**src/rtl/tgarle_pkg.sv**
```systemverilog
`default_nettype none
// ----------------------------------------------------------------------------
// TGA RLE decoder package
// Shared widths, header byte fields, register indexes and the staged item.
// ----------------------------------------------------------------------------
package tgarle_pkg;

	localparam int COUNT_BITS_DEF = 24;
	localparam int PIXEL_TOTAL_W  = 25;
	localparam int CFG_DATA_W     = PIXEL_TOTAL_W;
	localparam int CFG_INDEX_W    = 1;
	localparam int INDEX_W        = 24;
	localparam int VALUE_W        = 32;
	localparam int COUNT_W        = 8;

	// Packet header byte: bit 7 marks a run, the low seven bits hold length - 1.
	localparam int       RUN_FLAG_BIT = 7;
	localparam bit [6:0] LEN_MASK     = 7'h7f;

	typedef enum logic [CFG_INDEX_W-1:0] {
		REG_PIXEL_TOTAL = 1'b0,
		REG_FOUR_BYTE   = 1'b1
	} reg_idx_t;

	// One request held in the input register.
	typedef struct packed {
		logic       valid;
		logic [7:0] data_byte;
		logic       image_start;
	} in_item_t;

endpackage : tgarle_pkg
`default_nettype wire

```
**src/rtl/tga_rle_pixel_decoder.sv**
```systemverilog
`default_nettype none
// ----------------------------------------------------------------------------
// TGA run-length pixel decoder
// Turns the compressed pixel byte stream of a TGA image into pixel results.
// ----------------------------------------------------------------------------
// The block takes one stream byte per clock cycle while no result waits
// under stall, and gives at most one result for each byte: a result
// appears with the byte that completes a pixel. An accepted request sits
// in the input register, is decoded against the packet state and lands in
// the result register, from which its result is offered. The packet state
// update as each byte is taken is what sets the rate of one byte per
// cycle. A result that waits under stall holds the request behind it in
// the input register, and the input stalls while both registers are full;
// a result taken in the same cycle as a new request arrives keeps the
// stream moving without a gap. Header bytes with bit 7 set start a run
// (one pixel repeated up to 128 times); others start a raw packet of
// literal pixels. The pixel count stops at pixel_total (zero acts as one);
// the result that reaches it raises image_done, and a packet that would
// run past it is clipped and raises overrun_error. Bytes after that are
// dropped until a request with image_start set. Registers are to be
// written only while no request is in flight.
// ----------------------------------------------------------------------------
module tga_rle_pixel_decoder
	import tgarle_pkg::*;
#(
	parameter int COUNT_BITS = COUNT_BITS_DEF
) (
	input  wire logic                   clk,
	input  wire logic                   arst_n,
	input  wire logic                   cfg_wr_en,
	input  wire logic [CFG_INDEX_W-1:0] cfg_index,
	input  wire logic [CFG_DATA_W-1:0]  cfg_data,
	input  wire logic                   in_valid,
	output logic                        in_stall,
	input  wire logic [7:0]             data_byte,
	input  wire logic                   image_start,
	output logic                        out_valid,
	input  wire logic                   out_stall,
	output logic [INDEX_W-1:0]          first_index,
	output logic [VALUE_W-1:0]          pixel_value,
	output logic [COUNT_W-1:0]          repeat_count,
	output logic                        image_done,
	output logic                        overrun_error
);

	in_item_t item_s1;
	logic     take;

	// Input register: holds one request, stalls only while it cannot move on.
	tgarle_in_reg u_in_reg (
		.clk         (clk),
		.arst_n      (arst_n),
		.in_valid    (in_valid),
		.in_stall    (in_stall),
		.data_byte   (data_byte),
		.image_start (image_start),
		.take        (take),
		.item_s1     (item_s1)
	);

	// Decode stage and result register.
	tgarle_decode #(
		.COUNT_BITS (COUNT_BITS)
	) u_decode (
		.clk           (clk),
		.arst_n        (arst_n),
		.cfg_wr_en     (cfg_wr_en),
		.cfg_index     (cfg_index),
		.cfg_data      (cfg_data),
		.item_s1       (item_s1),
		.take          (take),
		.out_valid     (out_valid),
		.out_stall     (out_stall),
		.first_index   (first_index),
		.pixel_value   (pixel_value),
		.repeat_count  (repeat_count),
		.image_done    (image_done),
		.overrun_error (overrun_error)
	);

endmodule : tga_rle_pixel_decoder
`default_nettype wire

```
**src/rtl/tgarle_in_reg.sv**
```systemverilog
`default_nettype none
// ----------------------------------------------------------------------------
// TGA RLE input register
// Holds one accepted byte request until the decode stage takes it.
// ----------------------------------------------------------------------------
module tgarle_in_reg
	import tgarle_pkg::*;
(
	input  wire logic       clk,
	input  wire logic       arst_n,
	input  wire logic       in_valid,
	output logic            in_stall,
	input  wire logic [7:0] data_byte,
	input  wire logic       image_start,
	input  wire logic       take,
	output in_item_t        item_s1
);

	logic       valid_s1;
	logic [7:0] byte_s1;
	logic       start_s1;
	logic       accept;

	assign in_stall = valid_s1 & ~take;
	assign accept   = in_valid & ~in_stall;

	always_ff @(posedge clk or negedge arst_n) begin
		if (!arst_n) begin
			valid_s1 <= 1'b0;
		end else begin
			valid_s1 <= accept | (valid_s1 & ~take);
		end
	end

	always_ff @(posedge clk) begin
		if (accept) begin
			byte_s1  <= data_byte;
			start_s1 <= image_start;
		end
	end

	assign item_s1 = '{valid: valid_s1, data_byte: byte_s1, image_start: start_s1};

endmodule : tgarle_in_reg
`default_nettype wire

```
**src/rtl/tgarle_decode.sv**
```systemverilog
`default_nettype none
// ----------------------------------------------------------------------------
// TGA RLE decode stage
// Packet state, pixel assembly, clipping against the total and the result
// register, plus the two configuration registers.
// ----------------------------------------------------------------------------
module tgarle_decode
	import tgarle_pkg::*;
#(
	parameter int COUNT_BITS = COUNT_BITS_DEF
) (
	input  wire logic                  clk,
	input  wire logic                  arst_n,
	input  wire logic                  cfg_wr_en,
	input  wire logic [CFG_INDEX_W-1:0] cfg_index,
	input  wire logic [CFG_DATA_W-1:0] cfg_data,
	input  wire in_item_t              item_s1,
	output logic                       take,
	output logic                       out_valid,
	input  wire logic                  out_stall,
	output logic [INDEX_W-1:0]         first_index,
	output logic [VALUE_W-1:0]         pixel_value,
	output logic [COUNT_W-1:0]         repeat_count,
	output logic                       image_done,
	output logic                       overrun_error
);

	localparam int CW = COUNT_BITS + 1;
	localparam int TW = (CW > PIXEL_TOTAL_W) ? CW : PIXEL_TOTAL_W;

	// Configuration
	logic [PIXEL_TOTAL_W-1:0] pixel_total_q;
	logic                     four_byte_q;

	// Packet and image state
	logic          expect_header_q;
	logic          is_run_q;
	logic [7:0]    left_q;
	logic [1:0]    bip_q;
	logic [23:0]   color_q;
	logic [CW-1:0] counter_q;
	logic          finished_q;

	// Result register
	logic               out_valid_q;
	logic [INDEX_W-1:0] index_q;
	logic [VALUE_W-1:0] value_q;
	logic [COUNT_W-1:0] count_q;
	logic               done_q;
	logic               overrun_q;

	logic          out_free;
	logic [TW-1:0] tot_wide;
	logic [TW-1:0] cap_wide;
	logic [CW-1:0] total;

	// Next-state view
	logic          cur_eh, cur_run, cur_fin;
	logic [7:0]    cur_left;
	logic [1:0]    cur_bip;
	logic [23:0]   cur_color;
	logic [CW-1:0] cur_cnt;
	logic          nxt_eh, nxt_run, nxt_fin;
	logic [7:0]    nxt_left;
	logic [1:0]    nxt_bip;
	logic [23:0]   nxt_color;
	logic [CW-1:0] nxt_cnt;
	logic          emit;
	logic [VALUE_W-1:0] res_value;
	logic [COUNT_W-1:0] res_count;
	logic          res_done;
	logic          res_overrun;
	logic [CW-1:0] remaining;
	logic [1:0]    last_pos;
	logic [7:0]    b;

	always_ff @(posedge clk or negedge arst_n) begin
		if (!arst_n) begin
			pixel_total_q <= PIXEL_TOTAL_W'(1);
			four_byte_q   <= 1'b0;
		end else if (cfg_wr_en) begin
			unique case (reg_idx_t'(cfg_index))
				REG_PIXEL_TOTAL: pixel_total_q <= cfg_data;
				REG_FOUR_BYTE:   four_byte_q   <= cfg_data[0];
				default: ;
			endcase
		end
	end

	// A total of zero acts as one; above 1 << COUNT_BITS it saturates to that value.
	always_comb begin
		cap_wide = TW'(1) << COUNT_BITS;
		tot_wide = TW'(pixel_total_q);
		if (tot_wide == '0) begin
			tot_wide = TW'(1);
		end else if (tot_wide > cap_wide) begin
			tot_wide = cap_wide;
		end
		total = CW'(tot_wide);
	end

	assign out_free = ~out_valid_q | ~out_stall;
	assign take     = item_s1.valid & out_free;
	assign b        = item_s1.data_byte;
	assign last_pos = four_byte_q ? 2'd3 : 2'd2;

	always_comb begin
		// image_start clears the image state before the byte is looked at
		if (item_s1.image_start) begin
			cur_eh    = 1'b1;
			cur_run   = 1'b0;
			cur_left  = '0;
			cur_bip   = '0;
			cur_color = '0;
			cur_cnt   = '0;
			cur_fin   = 1'b0;
		end else begin
			cur_eh    = expect_header_q;
			cur_run   = is_run_q;
			cur_left  = left_q;
			cur_bip   = bip_q;
			cur_color = color_q;
			cur_cnt   = counter_q;
			cur_fin   = finished_q;
		end

		nxt_eh      = cur_eh;
		nxt_run     = cur_run;
		nxt_left    = cur_left;
		nxt_bip     = cur_bip;
		nxt_color   = cur_color;
		nxt_cnt     = cur_cnt;
		nxt_fin     = cur_fin;
		emit        = 1'b0;
		res_value   = '0;
		res_count   = '0;
		res_done    = 1'b0;
		res_overrun = 1'b0;
		remaining   = total - cur_cnt;

		if (cur_fin) begin
			// bytes after done are dropped
		end else if (cur_cnt >= total) begin
			// total was lowered below the count already reached
			nxt_fin = 1'b1;
		end else if (cur_eh) begin
			nxt_run   = b[RUN_FLAG_BIT];
			nxt_left  = {1'b0, b[6:0] & LEN_MASK} + 8'd1;
			nxt_eh    = 1'b0;
			nxt_bip   = '0;
			nxt_color = '0;
		end else if (cur_bip < last_pos) begin
			case (cur_bip)
				2'd0:    nxt_color = cur_color | {16'd0, b};
				2'd1:    nxt_color = cur_color | {8'd0, b, 8'd0};
				default: nxt_color = cur_color | {b, 16'd0};
			endcase
			nxt_bip = cur_bip + 2'd1;
		end else begin
			emit      = 1'b1;
			res_value = {8'd0, cur_color} | (VALUE_W'(b) << {cur_bip, 3'b000});
			if (cur_run) begin
				if (CW'(cur_left) > remaining) begin
					res_count   = remaining[COUNT_W-1:0];
					res_overrun = 1'b1;
				end else begin
					res_count = cur_left;
				end
				nxt_left = '0;
			end else begin
				res_count = COUNT_W'(1);
				nxt_left  = cur_left - 8'd1;
				res_overrun = (remaining == CW'(1)) && (nxt_left != '0);
			end
			nxt_cnt   = cur_cnt + CW'(res_count);
			res_done  = (nxt_cnt == total);
			nxt_bip   = '0;
			nxt_color = '0;
			if (nxt_left == '0) begin
				nxt_eh = 1'b1;
			end
			if (res_done) begin
				nxt_fin = 1'b1;
			end
		end
	end

	always_ff @(posedge clk or negedge arst_n) begin
		if (!arst_n) begin
			expect_header_q <= 1'b1;
			is_run_q        <= 1'b0;
			left_q          <= '0;
			bip_q           <= '0;
			color_q         <= '0;
			counter_q       <= '0;
			finished_q      <= 1'b0;
		end else if (take) begin
			expect_header_q <= nxt_eh;
			is_run_q        <= nxt_run;
			left_q          <= nxt_left;
			bip_q           <= nxt_bip;
			color_q         <= nxt_color;
			counter_q       <= nxt_cnt;
			finished_q      <= nxt_fin;
		end
	end

	always_ff @(posedge clk or negedge arst_n) begin
		if (!arst_n) begin
			out_valid_q <= 1'b0;
		end else if (out_free) begin
			out_valid_q <= take & emit;
		end
	end

	always_ff @(posedge clk) begin
		if (take && emit) begin
			index_q   <= INDEX_W'(cur_cnt);
			value_q   <= res_value;
			count_q   <= res_count;
			done_q    <= res_done;
			overrun_q <= res_overrun;
		end
	end

	assign out_valid     = out_valid_q;
	assign first_index   = index_q;
	assign pixel_value   = value_q;
	assign repeat_count  = count_q;
	assign image_done    = done_q;
	assign overrun_error = overrun_q;

endmodule : tgarle_decode
`default_nettype wire

```
**config.mk**
```make
export PLATFORM = sky130hd
export DESIGN_NAME = tga_rle_pixel_decoder
export DESIGN_NICKNAME = d
export VERILOG_FILES = /design/src/rtl/tgarle_pkg.sv /design/src/rtl/tga_rle_pixel_decoder.sv /design/src/rtl/tgarle_in_reg.sv /design/src/rtl/tgarle_decode.sv
export SDC_FILE = /design/constraint.sdc
export NUM_CORES = 1
export LEC_CHECK = 0
export ABC_AREA = 0
export BUFFER_PORTS_ARGS = -buffer_cell sky130_fd_sc_hd__clkbuf_2
export CORE_AREA = 2 2 143 145
export DETAILED_ROUTE_END_ITERATION = 10
export DIE_AREA = 0 0 145 147
export PLACE_DENSITY_LB_ADDON = 0.08
export SLEW_MARGIN = 0
export SYNTH_ARGS = -nofsm -noshare
export SYNTH_HDL_FRONTEND = slang
export SYNTH_SLANG_ARGS = --single-unit
```
**constraint.sdc**
```tcl
create_clock -name clk -period 7.8 [get_ports clk]
set_input_delay 0.78 -clock clk [delete_from_list [all_inputs] [get_ports clk]]
set_output_delay 0.78 -clock clk [all_outputs]
set_load 0.005 [all_outputs]
```
==> results.json <==
{
  "startpoint_type": "register",
  "fin_ws_ns": 0.2631,
  "rows": 52,
  "htreeDepth": 4,
  "cts_tree": "done",
  "wirelength_um": 33100,
  "finalHoldViolations": 0,
  "dr.pass1.iters": 5,
  "ioPinCount": 108,
  "seqPwrFrac": 0.369,
  "netlist_instances": 1135,
  "core_area_mm2": 0.01984,
  "pre_cts_slack_ns": -0.2097,
  "period_minus_slack_ns": 7.537,
  "min_path_type": "input pin to asynchronous set/reset pin",
  "slowest_stage": "dfrtp_2",
  "overflow": 0,
  "swShare": 0.3769,
  "final-max-slew-violation-count": 0,
  "synth.distinct_cells": 83,
  "postRouteAntennaNets": 0,
  "fmax_mhz": 132.7,
  "p_leak_nw": 5.191,
  "clock_path_buffers": 2,
  "async_reset_ff_frac": 0.5455,
  "placed_cell_area_mm2": 0.01164,
  "ir_drop_mv": 0.1527,
  "combPwrFrac": 0.332,
  "start_util": 0.5390,
  "synth_largest_area_cell": "edfxtp_1",
  "arrival_ns": 7.78,
  "worstSetupPathType": "register to register",
  "skew_ns": 0.01924,
  "yosys_warnings": 0,
  "fin_nets": 1336,
  "power.internal_mw": 1.792,
  "die_y_um": 147,
  "wl_per_cell_um": 21.62,
  "stdcell_count": 1531,
  "antenna_found_initial": 1,
  "drive_gt1_frac": 0.1927,
  "drc": 0,
  "placedCellCount": 1497,
  "clockPowerShare": 0.299,
  "die_area_mm2": 0.02132,
  "grt_max_degree": 61,
  "area_growth_syn_to_layout_pct": 15.37,
  "cellPowerDensity_mw_per_mm2": 233.0,
  "numCtsBuffers": 17,
  "postLayoutCellArea_mm2": 0.01234,
  "synth-edff-count": 75,
  "status": "finished clean",
  "worstMarginPinSlew_ns": 0.9954,
  "period_share": 0.9663,
  "slowest_delay_ns": 0.46,
  "synth_top_area_share": 0.2106,
  "setup_viol": 0,
  "grt_pass1_vias": 9125,
  "syn_nets": 1223,
  "cp_data_required_time_ns": 8.05,
  "path_clk_slew_ns": 0.08,
  "track_usage": 0.3130,
  "synth_area_mm2": 0.01070,
  "numPortBuffers": 107,
  "synth_flop_cell": "dfrtp_1",
  "ys_ff_latch": 165,
  "fp.dieW_um": 145,
  "p_sw_mw": 1.084,
  "antenna_cells": 0,
  "cap_violations": 0,
  "path_max_fanout": 8,
  "clk_latency_ns": 0.44,
  "rsz0062_at_grt": "yes",
  "yosysSeqAreaShare": 0.4214,
  "cts_sinks": 165,
  "grt_pass1_wl_um": 51940,
  "maxSlewHeadroom": 0.3355,
  "drtIter0Drc": 982,
  "cp-end-kind": "register",
  "root_buffer": "clkbuf_16",
  "dpl.hpwl_um": 24750,
  "synth.area.top_cells": "edfxtp_1 (21%), dfrtp_1 (21%), ha_1 (5.4%), nor2_1 (3.4%), nand2_1 (3.1%)",
  "place.gp.congestion": 0.9679,
  "fin_setup_tns_ns": 0,
  "cp_top_family": "simple AND/OR/NAND/NOR gates",
  "vias": 9613,
  "viasPerCell": 6.279,
  "avgSynthCellArea_um2": 9.423,
  "cp.buffers_inverters": 3
}
worst paths after layout:
| path | startpoint | end | slack [ns] | depth (start not counted) |
|---|---|---|---|---|
| max in group asynchronous | arst_n | u_decode.counter_q[15]$_DFFE_PN0P_ | 6.32 | 2 |
| worst min register to register | u_decode.counter_q[7]$_DFFE_PN0P_ | u_decode.counter_q[7]$_DFFE_PN0P_ | 0.48 | 2 |
| min in group clk | u_decode.counter_q[7]$_DFFE_PN0P_ | u_decode.counter_q[7]$_DFFE_PN0P_ | 0.48 | 2 |
| worst min-delay path | arst_n | u_decode.pixel_total_q[12]$_DFFE_PN0P_ | 0.30 | 1 |
| worst max-delay path | u_decode.pixel_total_q[22]$_DFFE_PN0P_ | u_decode.image_done$_SDFFCE_PP0P_ | 0.26 | 32 |
| worst max register to register | u_decode.pixel_total_q[22]$_DFFE_PN0P_ | u_decode.image_done$_SDFFCE_PP0P_ | 0.26 | 32 |
timing repair:
item                                    4_1_cts  5_1_grt
hold buffers                                  0        0
endpoints found under the setup margin        2        2
pin swaps                                     0        8
gates resized for setup                       3       20
buffers inserted                              0        2
through the flow:
step                      utilization  hold slack [ns]  power, mW
after global routing           0.6218           0.3219      3.005
after CTS                      0.6169           0.2961      2.847
after global placement         0.5865           0.4630      1.985
final                          0.6218           0.2952      2.875
after detailed placement       0.5865           0.4745      1.982
after floorplan                     -           0.4497      1.713
layout by cell type, fill, tap and decap left out, types with 6 or more instances in the layout:
cell type,n
edfxtp_1,75
o22ai_1,10
a21oi_1,64
a22o_1,27
clkbuf_16,17
mux2_2,28
a22oi_1,24
and2_1,11
ha_1,46
nor3_1,27
o21a_1,7
nand4_1,19
nand3_1,22
or3_1,10
xnor2_1,36
and3_1,16
o211ai_1,11
inv_6,6
clkbuf_2,106
a211oi_1,8
inv_1,59
or4_1,11
nand2_1,87
o2bb2ai_1,7
a31oi_1,11
xor2_1,16
mux2i_1,12
dfrtp_1,86
a21o_1,23
nor2b_1,33
o21ai_0,61
buf_4,41
o21ai_1,10
nor4_1,12
nand2b_1,13
nor2_1,96
o31ai_1,10
flip-flops by register name, indices dropped and copies added (netlist names), 2 cells and up:
| signal | cells |
|---|---|
| u_decode.bip_q | 2 |
| u_decode.pixel_value | 32 |
| u_decode.repeat_count | 8 |
| u_decode.counter_q | 25 |
| u_in_reg.byte_s1 | 8 |
| u_decode.pixel_total_q | 25 |
| u_decode.left_q | 8 |
| u_decode.first_index | 24 |
| u_decode.color_q | 24 |
layer usage:
layer | share of wire | track usage | vias to the layer above
li1 | - | - | 4464
met1 | 0.46 | 0.4659 | 4656
met2 | 0.45 | 0.4745 | 436
met3 | 0.072 | 0.05186 | 55
met4 | 0.019 | 0.08614 | 2
met5 | 0.00033 | 0 | -
kinds of logic (layout without fill, tap and decap cells):
logic type,after synthesis,after routing,share of synthesized area
fa+ha+maj,48,48,0.05756
mux,42,42,0.04352
xor+xnor,52,52,0.04258
flops,165,165,0.4214
simple gates,385,385,0.1840
buf+inv,117,243,0.04340
compound gates,326,326,0.2075
Yosys cell counts (all sizes together) (4+ instances only):
cell     count
a22o        27
or3         11
o22ai       10
a21oi       67
o2111ai      4
o31ai       10
buf         14
o21ai       71
edfxtp      75
or4         11
and2        11
o221ai       4
o2bb2ai      7
a2111oi      4
clkbuf      40
o21a         8
inv         62
a22oi       24
o21bai       4
nand2b      13
mux2i       12
xor2        16
nand4       20
a211oi       9
and3        16
a32oi        4
nor2        97
nor2b       34
dfrtp       88
nor4        19
nor3        27
mux2        30
nand3       22
a31oi       11
nand2       88
o31a         4
a21o        23
ha          46
o211ai      11
xnor2       36
layout make-up:
cell class / count / area (µm²)
flip-flops and latches: 165 / 4509
fillers: 1727 / 7505
well taps: 270 / 337.8
inverters: 63 / 236.5
repair buffers: 148 / 849.6
multi-input cells: 853 / 5818
clock buffers: 17 / 425.4
clock inverters: 15 / 162.7
power groups by stage:
stage	clock, mW	combinational [mW]	sequential, mW
5_1_grt	0.898	1.04	1.07
4_1_cts	0.872	0.923	1.05
2_1_floorplan	0	0.685	1.03
3_5_place_dp	0	0.914	1.07
3_3_place_gp	0	0.917	1.07
6_report	0.859	0.955	1.06
No activity file was read; power rests on OpenSTA's default activity.
